$ cat config.mk
export PLATFORM = sky130hd
export DESIGN_NAME = two_key_lookup_table
export DESIGN_NICKNAME = d
export VERILOG_FILES = /design/src/rtl/tkl_pkg.sv /design/src/rtl/tkl_store.sv /design/src/rtl/tkl_match.sv /design/src/rtl/two_key_lookup_table.sv
export SDC_FILE = /design/constraint.sdc
export NUM_CORES = 1
export LEC_CHECK = 0
export ABC_CLOCK_PERIOD_IN_PS = 13400
export BUFFER_PORTS_ARGS = -buffer_cell sky130_fd_sc_hd__buf_4
export CAP_MARGIN = 0
export CORE_UTILIZATION = 41
export CTS_BUF_LIST = sky130_fd_sc_hd__clkbuf_2
export DETAILED_ROUTE_END_ITERATION = 8
export GPL_TIMING_DRIVEN = 0
export PLACE_DENSITY = 0.54
export SLEW_MARGIN = 30
export SYNTH_ARGS = -nofsm -noshare
export SYNTH_HDL_FRONTEND = slang
export SYNTH_SLANG_ARGS = --single-unit
$ cat constraint.sdc
create_clock -name clk -period 13.4 [get_ports clk]
set_input_delay 1.34 -clock clk [delete_from_list [all_inputs] [get_ports clk]]
set_output_delay 1.34 -clock clk [all_outputs]
set_load 0.01 [all_outputs]
$ cat src/rtl/tkl_pkg.sv
package tkl_pkg;

	localparam int OP_BITS     = 2;
	localparam int STATUS_BITS = 2;
	localparam int COUNT_BITS  = 5;

	typedef enum logic [OP_BITS-1:0] {
		OP_INSERT   = 2'd0,
		OP_FIND_K1  = 2'd1,
		OP_FIND_K2  = 2'd2,
		OP_CLEAR    = 2'd3
	} op_t;

	typedef enum logic [STATUS_BITS-1:0] {
		STAT_DONE = 2'd0,
		STAT_DUP  = 2'd1,
		STAT_FULL = 2'd2
	} status_t;

	typedef struct packed {
		logic use_first;
		logic use_second;
	} match_ctl_t;

	function automatic match_ctl_t match_ctl(input op_t op);
		match_ctl_t c;
		case (op)
			OP_INSERT: begin
				c.use_first  = 1'b1;
				c.use_second = 1'b1;
			end
			OP_FIND_K1: begin
				c.use_first  = 1'b1;
				c.use_second = 1'b0;
			end
			OP_FIND_K2: begin
				c.use_first  = 1'b0;
				c.use_second = 1'b1;
			end
			default: begin
				c.use_first  = 1'b0;
				c.use_second = 1'b0;
			end
		endcase
		return c;
	endfunction

endpackage

$ cat src/rtl/tkl_store.sv
module tkl_store import tkl_pkg::*; #(
	parameter int DEPTH = 16,
	parameter int WIDTH = 72
) (
	input  logic                                  clk,
	input  logic                                  wr_en,
	input  logic [(DEPTH > 1 ? $clog2(DEPTH) : 1)-1:0] wr_addr,
	input  logic [WIDTH-1:0]                      wr_data,
	input  logic                                  rd_en,
	input  logic [(DEPTH > 1 ? $clog2(DEPTH) : 1)-1:0] rd_addr,
	output logic [WIDTH-1:0]                      rd_data
);

	logic [WIDTH-1:0] mem_q [DEPTH];
	logic [WIDTH-1:0] rd_data_q;

	always_ff @(posedge clk) begin
		if (wr_en) begin
			mem_q[wr_addr] <= wr_data;
		end
		if (rd_en) begin
			rd_data_q <= mem_q[rd_addr];
		end
	end

	assign rd_data = rd_data_q;

endmodule

$ cat src/rtl/tkl_match.sv
module tkl_match import tkl_pkg::*; #(
	parameter int FIRST_KEY_BITS  = 32,
	parameter int SECOND_KEY_BITS = 8
) (
	input  match_ctl_t                 ctl,
	input  logic [FIRST_KEY_BITS-1:0]  first_key,
	input  logic [SECOND_KEY_BITS-1:0] second_key,
	input  logic [FIRST_KEY_BITS-1:0]  entry_first_key,
	input  logic [SECOND_KEY_BITS-1:0] entry_second_key,
	output logic                       hit
);

	logic eq_first;
	logic eq_second;

	assign eq_first  = (first_key == entry_first_key);
	assign eq_second = (second_key == entry_second_key);
	assign hit = (ctl.use_first | ctl.use_second)
		& (eq_first | ~ctl.use_first)
		& (eq_second | ~ctl.use_second);

endmodule

$ cat src/rtl/two_key_lookup_table.sv
// Channel  Dir  tvalid/tready        tdata / tuser (lowest bit up)
// s        in   s_tvalid, s_tready   tdata: first_key, second_key, entry_value; tuser: operation
// m        out  m_tvalid, m_tready   tdata: found, value_out, status, entry_count
//
// While a request is scanned, one shared key comparator
// walks the stored entries in slot order through a registered memory read port,
// then the finish state writes the entry or loads the result. A find or a duplicate
// insert stops at its first hit; clear skips the scan. s_tready is high only while idle.
// A finished result waits in the output register while the next request is accepted;
// the finish state holds while that register is full and stalled. arst_n empties the table.
module two_key_lookup_table import tkl_pkg::*; #(
	parameter int CAPACITY        = 16,
	parameter int FIRST_KEY_BITS  = 32,
	parameter int SECOND_KEY_BITS = 8,
	parameter int VALUE_BITS      = 32
) (
	input  logic                                   clk,
	input  logic                                   arst_n,
	input  logic                                   s_tvalid,
	output logic                                   s_tready,
	// first_key, second_key, entry_value
	input  logic [((FIRST_KEY_BITS+SECOND_KEY_BITS+VALUE_BITS+7)/8)*8-1:0] s_tdata,
	// operation
	input  logic [OP_BITS-1:0]                     s_tuser,
	output logic                                   m_tvalid,
	input  logic                                   m_tready,
	// found, value_out, status, entry_count
	output logic [((VALUE_BITS+STATUS_BITS+COUNT_BITS+1+7)/8)*8-1:0] m_tdata
);

	localparam int ENTRY_W = FIRST_KEY_BITS + SECOND_KEY_BITS + VALUE_BITS;
	localparam int OUT_W   = ((VALUE_BITS + STATUS_BITS + COUNT_BITS + 1 + 7) / 8) * 8;
	localparam int AW      = CAPACITY > 1 ? $clog2(CAPACITY) : 1;
	localparam int CNT_W   = $clog2(CAPACITY + 1);

	typedef enum logic [1:0] {
		S_IDLE,
		S_SCAN,
		S_FINISH
	} state_t;

	state_t                      state_q;
	op_t                         op_q;
	logic [FIRST_KEY_BITS-1:0]   k1_q;
	logic [SECOND_KEY_BITS-1:0]  k2_q;
	logic [VALUE_BITS-1:0]       val_q;
	logic [CNT_W-1:0]            count_q;
	logic [CNT_W-1:0]            idx_q;
	logic                        pend_q;
	logic                        hit_q;
	logic [VALUE_BITS-1:0]       hit_val_q;
	logic                        m_valid_q;
	logic                        found_q;
	logic [VALUE_BITS-1:0]       value_out_q;
	status_t                     status_q;
	logic [COUNT_BITS-1:0]       entry_count_q;

	logic                        accept;
	logic                        more;
	logic                        cmp_hit;
	logic                        hit_now;
	logic                        out_free;
	logic                        is_full;
	logic                        wr_en;
	logic                        rd_en;
	logic [ENTRY_W-1:0]          rd_data;
	logic [FIRST_KEY_BITS-1:0]   rd_k1;
	logic [SECOND_KEY_BITS-1:0]  rd_k2;
	logic [VALUE_BITS-1:0]       rd_val;
	status_t                     status_d;
	logic [CNT_W-1:0]            count_d;

	assign s_tready = (state_q == S_IDLE);
	assign accept   = s_tvalid & s_tready;
	assign more     = (idx_q < count_q);
	assign hit_now  = pend_q & cmp_hit;
	assign out_free = ~m_valid_q | m_tready;
	assign is_full  = (count_q == CNT_W'(CAPACITY));
	assign rd_en    = (state_q == S_SCAN) & ~hit_now & more;

	assign rd_k1  = rd_data[FIRST_KEY_BITS-1:0];
	assign rd_k2  = rd_data[FIRST_KEY_BITS+SECOND_KEY_BITS-1:FIRST_KEY_BITS];
	assign rd_val = rd_data[ENTRY_W-1:FIRST_KEY_BITS+SECOND_KEY_BITS];

	always_comb begin
		status_d = STAT_DONE;
		count_d  = count_q;
		wr_en    = 1'b0;
		case (op_q)
			OP_INSERT: begin
				if (hit_q) begin
					status_d = STAT_DUP;
				end else if (is_full) begin
					status_d = STAT_FULL;
				end else begin
					count_d = count_q + CNT_W'(1);
					wr_en   = (state_q == S_FINISH) & out_free;
				end
			end
			OP_CLEAR: begin
				count_d = '0;
			end
			default: begin
				count_d = count_q;
			end
		endcase
	end

	tkl_store #(
		.DEPTH (CAPACITY),
		.WIDTH (ENTRY_W)
	) u_store (
		.clk     (clk),
		.wr_en   (wr_en),
		.wr_addr (count_q[AW-1:0]),
		.wr_data ({val_q, k2_q, k1_q}),
		.rd_en   (rd_en),
		.rd_addr (idx_q[AW-1:0]),
		.rd_data (rd_data)
	);

	tkl_match #(
		.FIRST_KEY_BITS  (FIRST_KEY_BITS),
		.SECOND_KEY_BITS (SECOND_KEY_BITS)
	) u_match (
		.ctl              (match_ctl(op_q)),
		.first_key        (k1_q),
		.second_key       (k2_q),
		.entry_first_key  (rd_k1),
		.entry_second_key (rd_k2),
		.hit              (cmp_hit)
	);

	always_ff @(posedge clk or negedge arst_n) begin
		if (!arst_n) begin
			state_q       <= S_IDLE;
			op_q          <= OP_INSERT;
			k1_q          <= '0;
			k2_q          <= '0;
			val_q         <= '0;
			count_q       <= '0;
			idx_q         <= '0;
			pend_q        <= 1'b0;
			hit_q         <= 1'b0;
			hit_val_q     <= '0;
			m_valid_q     <= 1'b0;
			found_q       <= 1'b0;
			value_out_q   <= '0;
			status_q      <= STAT_DONE;
			entry_count_q <= '0;
		end else begin
			if (m_valid_q && m_tready && state_q != S_FINISH) begin
				m_valid_q <= 1'b0;
			end
			case (state_q)
				S_IDLE: begin
					if (accept) begin
						op_q   <= op_t'(s_tuser);
						k1_q   <= s_tdata[FIRST_KEY_BITS-1:0];
						k2_q   <= s_tdata[FIRST_KEY_BITS+SECOND_KEY_BITS-1:FIRST_KEY_BITS];
						val_q  <= s_tdata[ENTRY_W-1:FIRST_KEY_BITS+SECOND_KEY_BITS];
						idx_q  <= '0;
						pend_q <= 1'b0;
						hit_q  <= 1'b0;
						state_q <= (op_t'(s_tuser) == OP_CLEAR) ? S_FINISH : S_SCAN;
					end
				end
				S_SCAN: begin
					if (hit_now) begin
						hit_q     <= 1'b1;
						hit_val_q <= rd_val;
						pend_q    <= 1'b0;
						state_q   <= S_FINISH;
					end else if (more) begin
						idx_q  <= idx_q + CNT_W'(1);
						pend_q <= 1'b1;
					end else begin
						pend_q  <= 1'b0;
						state_q <= S_FINISH;
					end
				end
				S_FINISH: begin
					if (out_free) begin
						m_valid_q     <= 1'b1;
						found_q       <= hit_q & (op_q == OP_FIND_K1 || op_q == OP_FIND_K2);
						value_out_q   <= (hit_q && (op_q == OP_FIND_K1 || op_q == OP_FIND_K2))
							? hit_val_q : '0;
						status_q      <= status_d;
						entry_count_q <= COUNT_BITS'(count_d);
						count_q       <= count_d;
						state_q       <= S_IDLE;
					end
				end
				default: begin
					state_q <= S_IDLE;
				end
			endcase
		end
	end

	assign m_tvalid = m_valid_q;
	assign m_tdata  = OUT_W'({entry_count_q, status_q, value_out_q, found_q});

endmodule

# Yosys cells after proc, flatten, opt, wreduce, memory -nomap -nowiden
# Memories as Yosys holds them, arrays and structs flattened. A register that Yosys moved wholly into a read port is not among the register bits.
# Cells that the tools add are included.
# op_classes
bitwise	16
n_lt_le_gt_ge	1
reduce_logical	16
mux	32
n_eq_ne	18
add_sub_neg	2
# op_table
cell	n
$eq 32x32->1	1
$mux 32	1
$mux 5	5
$pmux 5 s2	2
$mux 2	8
$ne 2x2->1 const B	7
$mux 1	12
$pmux 2 s3	2
$add 5x1->5 const B	2
$and 1x1->1	8
$eq 2x2->1 const B	4
$eq 8x8->1	1
$reduce_and 2->1	4
$reduce_and 3->1	2
$eq 5x5->1 const B	1
$lt 5x5->1	1
$reduce_and 5->1	1
$eq 2x1->1 const B	2
$logic_not 2->1	2
$not 1->1	4
$or 1x1->1	4
$pmux 1 s2	2
$reduce_and 4->1	1
$reduce_bool 2->1	2
other kinds (4)	6
# totals
output_inout_bits	42
input_bits	78
ff_bits	156
word_cells	100
mem_bits_rw	1152
n_memories	1
# mem_list
memory	words	word_bits	read_ports	rd_ports_with_merged_regs	write_ports	line	rtl
u_store.mem_q	16	72	1	1	1	tkl_store.sv:14	logic [WIDTH-1:0] mem_q [DEPTH];

# Logic depth before layout (Yosys ltp)
# depth
word_depth	10
ltp_mapped	9
mapped_depth_nobuf	8

# Cells and area by module
# From an unflattened synthesis, not the netlist that was laid out.
# hier_totals
hier_cells	2476
hier_area_um2	51851.0
# modules_own_cells
module	instances	cells_per_inst	seq_area_each_um2	area_each_um2
tkl_store	1	1850	36755.3	45270.9
two_key_lookup_table	1	570	3903.7	6129.6
tkl_match	1	56	0.0	450.4

# Least setup slack after synthesis
# OpenSTA, ideal clock, no wires.
# synth_timing
kind	in2reg
start	in m_tready
end	mem u_store.mem_q[0][0] (enable)
required_ns	12.809
stages	5
t_arrival_ns	7.031
setup_time_ns	0.591
path_buffers	0
path_slack_ns	5.777
path_cell_list	nand2b_1 -> nor2b_1 -> nand2_1 -> or2_2 -> nor3_1
# synth_via
elab_chain_len	7
# synth_lines
item	line	rtl
start, declared	two_key_lookup_table.sv:26	input logic m_tready,
$or 1x1->1	two_key_lookup_table.sv:77	assign out_free = ~m_valid_q | m_tready;
$and 1x1->1	two_key_lookup_table.sv:97	wr_en = (state_q == S_FINISH) & out_free;
$mux 1	two_key_lookup_table.sv:93	end else if (is_full) begin
$mux 1	two_key_lookup_table.sv:91	if (hit_q) begin
$mux 1	two_key_lookup_table.sv:89	case (op_q)
$mux 1	tkl_store.sv:18	if (wr_en) begin
$mux 1 (not written as such)	tkl_store.sv:19	mem_q[wr_addr] <= wr_data;
end, declared	tkl_store.sv:14	
# No other way between the ends.

# Final worst setup path
# layout_timing
start	reg state_q[0]
end	out s_tready
# layout_via
elab_chain_len	1
# layout_lines
item	line	rtl
start, declared	two_key_lookup_table.sv:42	state_t state_q;
start signal, assigned	two_key_lookup_table.sv:165	state_q <= (op_t'(s_tuser) == OP_CLEAR) ? S_FINISH : S_SCAN;
$logic_not 2->1	two_key_lookup_table.sv:73	assign s_tready = (state_q == S_IDLE);
end, declared	two_key_lookup_table.sv:20	output logic s_tready,
# No other way between the ends.

==> impl_metrics.py <==
metrics = {
    "clock_tree": {
        "htreeDepth": 5,
        "cts_tree": "done",
        "cts_buffers": 366,
        "clock_sinks": 1380,
        "clock_path_buffers": 4,
        "ctsRootBufferMaster": "clkbuf_2",
        "cts_setup_buffers": 0,
        "cts.clk_slew.worst_paths_ns": 0.12,
        "clk_latency_ns": 1.64,
        "cts.repair.resized": 0,
        "cts_hold_buf": 78,
    },
    "final_layout": {
        "seq_area_mm2": 0.04066,
        "area_delta_synth_final_pct": 15.38,
        "multi_input_area_mm2": 0.01155,
        "fill_cells": 10890,
        "final_nets": 3553,
        "drive_gt1_frac": 0.2880,
    },
    "synthesis": {
        "syn-cell-area_mm2": 0.05277,
        "synth.most_common_cell": "edfxtp_1",
        "synth_fp_nets": 2936,
        "synth_cell_type_count": 42,
        "synth_edf_count": 1224,
        "seq_area_frac_synth": 0.7705,
        "synth_cells": 2846,
        "synthArstFlopShare": 0.1130,
        "synth_compound_area_frac": 0.05055,
        "netlist_top_cells_area": "edfxtp_1 (70%), dfrtp_1 (7.4%), mux4_2 (6.1%)",
        "synth_top_family_by_area": "multiplexers",
        "yosys_warnings": 0,
        "synthMuxAreaShare": 0.1275,
        "synth_area_leader_cell": "edfxtp_1",
        "synth_top_area_frac": 0.6965,
        "postSynthRegisterBits": 1380,
        "synth_simple_gate_area_frac": 0.02912,
        "synth-xor-area-share": 0.007303,
        "syn_avg_cell_area_um2": 18.54,
        "synth_fa_ha_area_frac": 0.002845,
        "netlist_top_cells_count": "edfxtp_1 (1224), nand2_1 (313), mux2i_1 (218), dfrtp_1 (156), o21ai_0 (150)",
        "ys.flop_type": "edfxtp_1",
    },
    "grt": {
        "track_usage": 0.2196,
        "grt_pass1_vias": 30380,
        "grt_max_degree": 67,
        "grt-ovfl-total": 0,
        "antenna_found_initial": 9,
        "grt_pass1_wl_um": 205100,
    },
    "critical_path": {
        "worstPathRequired_ns": 12.06,
        "crit_end": "s_tready",
        "start_kind": "flip-flop",
        "critPathKind": "reg2out",
        "r2r_start": "k1_q[17]",
        "cp_max_fo": 5,
        "crit_arrival_ns": 2.71,
        "cp-end-kind": "output pin",
        "r2r.worst_path.cells": 7,
        "timing.rr.end": "u_store.rd_data[32]",
        "r2r_setup_slack_ns": 9.53,
        "crit_path_start": "state_q[0]",
    },
    "min_path": {
        "min_from": "m_tready",
        "hold_class": "in2reg",
        "whs_path_depth": 3,
    },
    "die": {
        "boundaryPins": 120,
        "coreArea_mm2": 0.1277,
        "initial_utilization": 0.4133,
        "die-area_mm2": 0.1302,
        "fp.dieH_um": 360.8,
        "die_x_um": 360.8,
        "rows": 131,
    },
    "timing": {
        "skew_ns": 0.1440,
        "slew_headroom": 0.2797,
        "setup_viol": 0,
        "grt_setup_unrepaired": "false",
        "period_minus_slack_ns": 4.052,
        "slew_viol_final": 0,
        "post-route-period-util": 0.3024,
        "max_freq_mhz": 246.8,
        "fin_setup_tns_ns": 0,
        "fin_ws_ns": 9.348,
        "worstMarginPinSlew_ns": 1.080,
        "hold_viol_final": 0,
    },
    "detailed_routing": {
        "routed_wl_um": 141900,
        "antenna_left": 0,
        "vias_per_cell": 5.414,
        "drtPass1Iterations": 7,
        "wl_per_cell_um": 26.30,
        "drtIter0Drc": 2593,
        "drc_errors": 0,
        "via_count": 29210,
    },
    "placed_design": {
        "gp_congestion": 0.7645,
        "port_buffers": 119,
        "dpl_worst_slack_ns": 8.891,
        "detailed_place_hpwl_um": 91150,
    },
    "outcome": {
        "status": "complete, no violations",
    },
    "job": {
        "maxCapViolCount": 0,
    },
    "power_and_ir_drop": {
        "p_leak_nw": 21.90,
        "vdd_ir_drop_max_uv": 156.7,
        "cellPowerDensity_mw_per_mm2": 192.0,
    },
}
cell usage in the layout (no fill, tap or decap), types with 29 or more instances in the layout:
master	count
a22oi_1	72
a221oi_1	72
mux2_4	29
nand2_1	313
clkinv_1	68
mux2i_1	218
dlygate4sd3_1	78
xor2_1	32
buf_2	34
a22o_1	33
mux2_2	77
clkbuf_2	574
edfxtp_1	1224
clkbuf_1	77
dfrtp_1	156
a21oi_1	76
buf_4	131
mux4_2	144
o21ai_0	150
report_power, final:
part	internal, mW	total, mW	switching [mW]
Clock	1.17	2.83	1.66
Combinational	1.04	2.64	1.60
Sequential	5.60	6.22	0.619
cell type report:
class,instances,area share
inverter,7,0.0004315
clock inverter,84,0.007583
timing repair buffer,249,0.04393
buffer,150,0.01112
sequential,1380,0.6678
multi-input combinational,1309,0.1898
antenna,7,0.0002877
tap,1662,0.03415
clock buffer,547,0.04496
how the worst min path moves through the flow:
| stage | slack, ns | end |
|---|---|---|
| after global routing | 0.04 | m_tvalid |
| after global placement | 0.46 | hit_val_q[30] |
| after CTS | 0.02 | m_tvalid |
| final | 0.26 | m_tvalid |
| after floorplan | 0.45 | found_q |
| after detailed placement | 0.47 | status_q[0] |
per-layer routing:
metal | global-route usage | wire length [µm]
met1 | 0.2947 | 61220
met2 | 0.3600 | 69420
met3 | 0.04809 | 8746
met4 | 0.06191 | 2491
met5 | 0 | 8
state kept, by name, summed over array words and instances (netlist names), 2 cells and up:
signal,cells
val_q,32
entry_count_q,5
status_q,2
k1_q,32
op_q,2
value_out_q,32
u_store.rd_data,72
u_store.mem_q,1152
state_q,2
hit_val_q,32
idx_q,5
k2_q,8
cells by family (layout without fill, tap and decap cells):
logic type | count (synthesis) | count (layout)
AO/OA/AOI/OAI | 412 | 412
XOR/XNOR | 44 | 44
adder cells (fa/ha/maj) | 12 | 12
buffers and inverters | 157 | 1037
flip-flops | 1380 | 1380
multiplexers | 468 | 468
other | 0 | 7
AND/OR/NAND/NOR | 373 | 373
through the flow:
step / utilization / hold WS (ns) / cells / cell area [µm²] / total power, mW
5_1_grt: 0.4768 / 0.03632 / 5393 / 60880 / 12.29
3_5_place_dp: 0.4455 / 0.4659 / 4679 / 56890 / 8.967
3_3_place_gp: 0.4366 / 0.4616 / 4627 / 55740 / 8.842
4_1_cts: 0.4767 / 0.01511 / 5388 / 60870 / 11.83
6_report: 0.4769 / 0.2616 / 5395 / 60890 / 11.69
2_1_floorplan: - / 0.4510 / 2846 / 52770 / 7.713
worst max-delay path, stage by stage (launching register included):
cell     delay (ns)
dfrtp_1        0.46
nor2_1         0.44
buf_4          0.21
(Power assumes the default switching activity.)
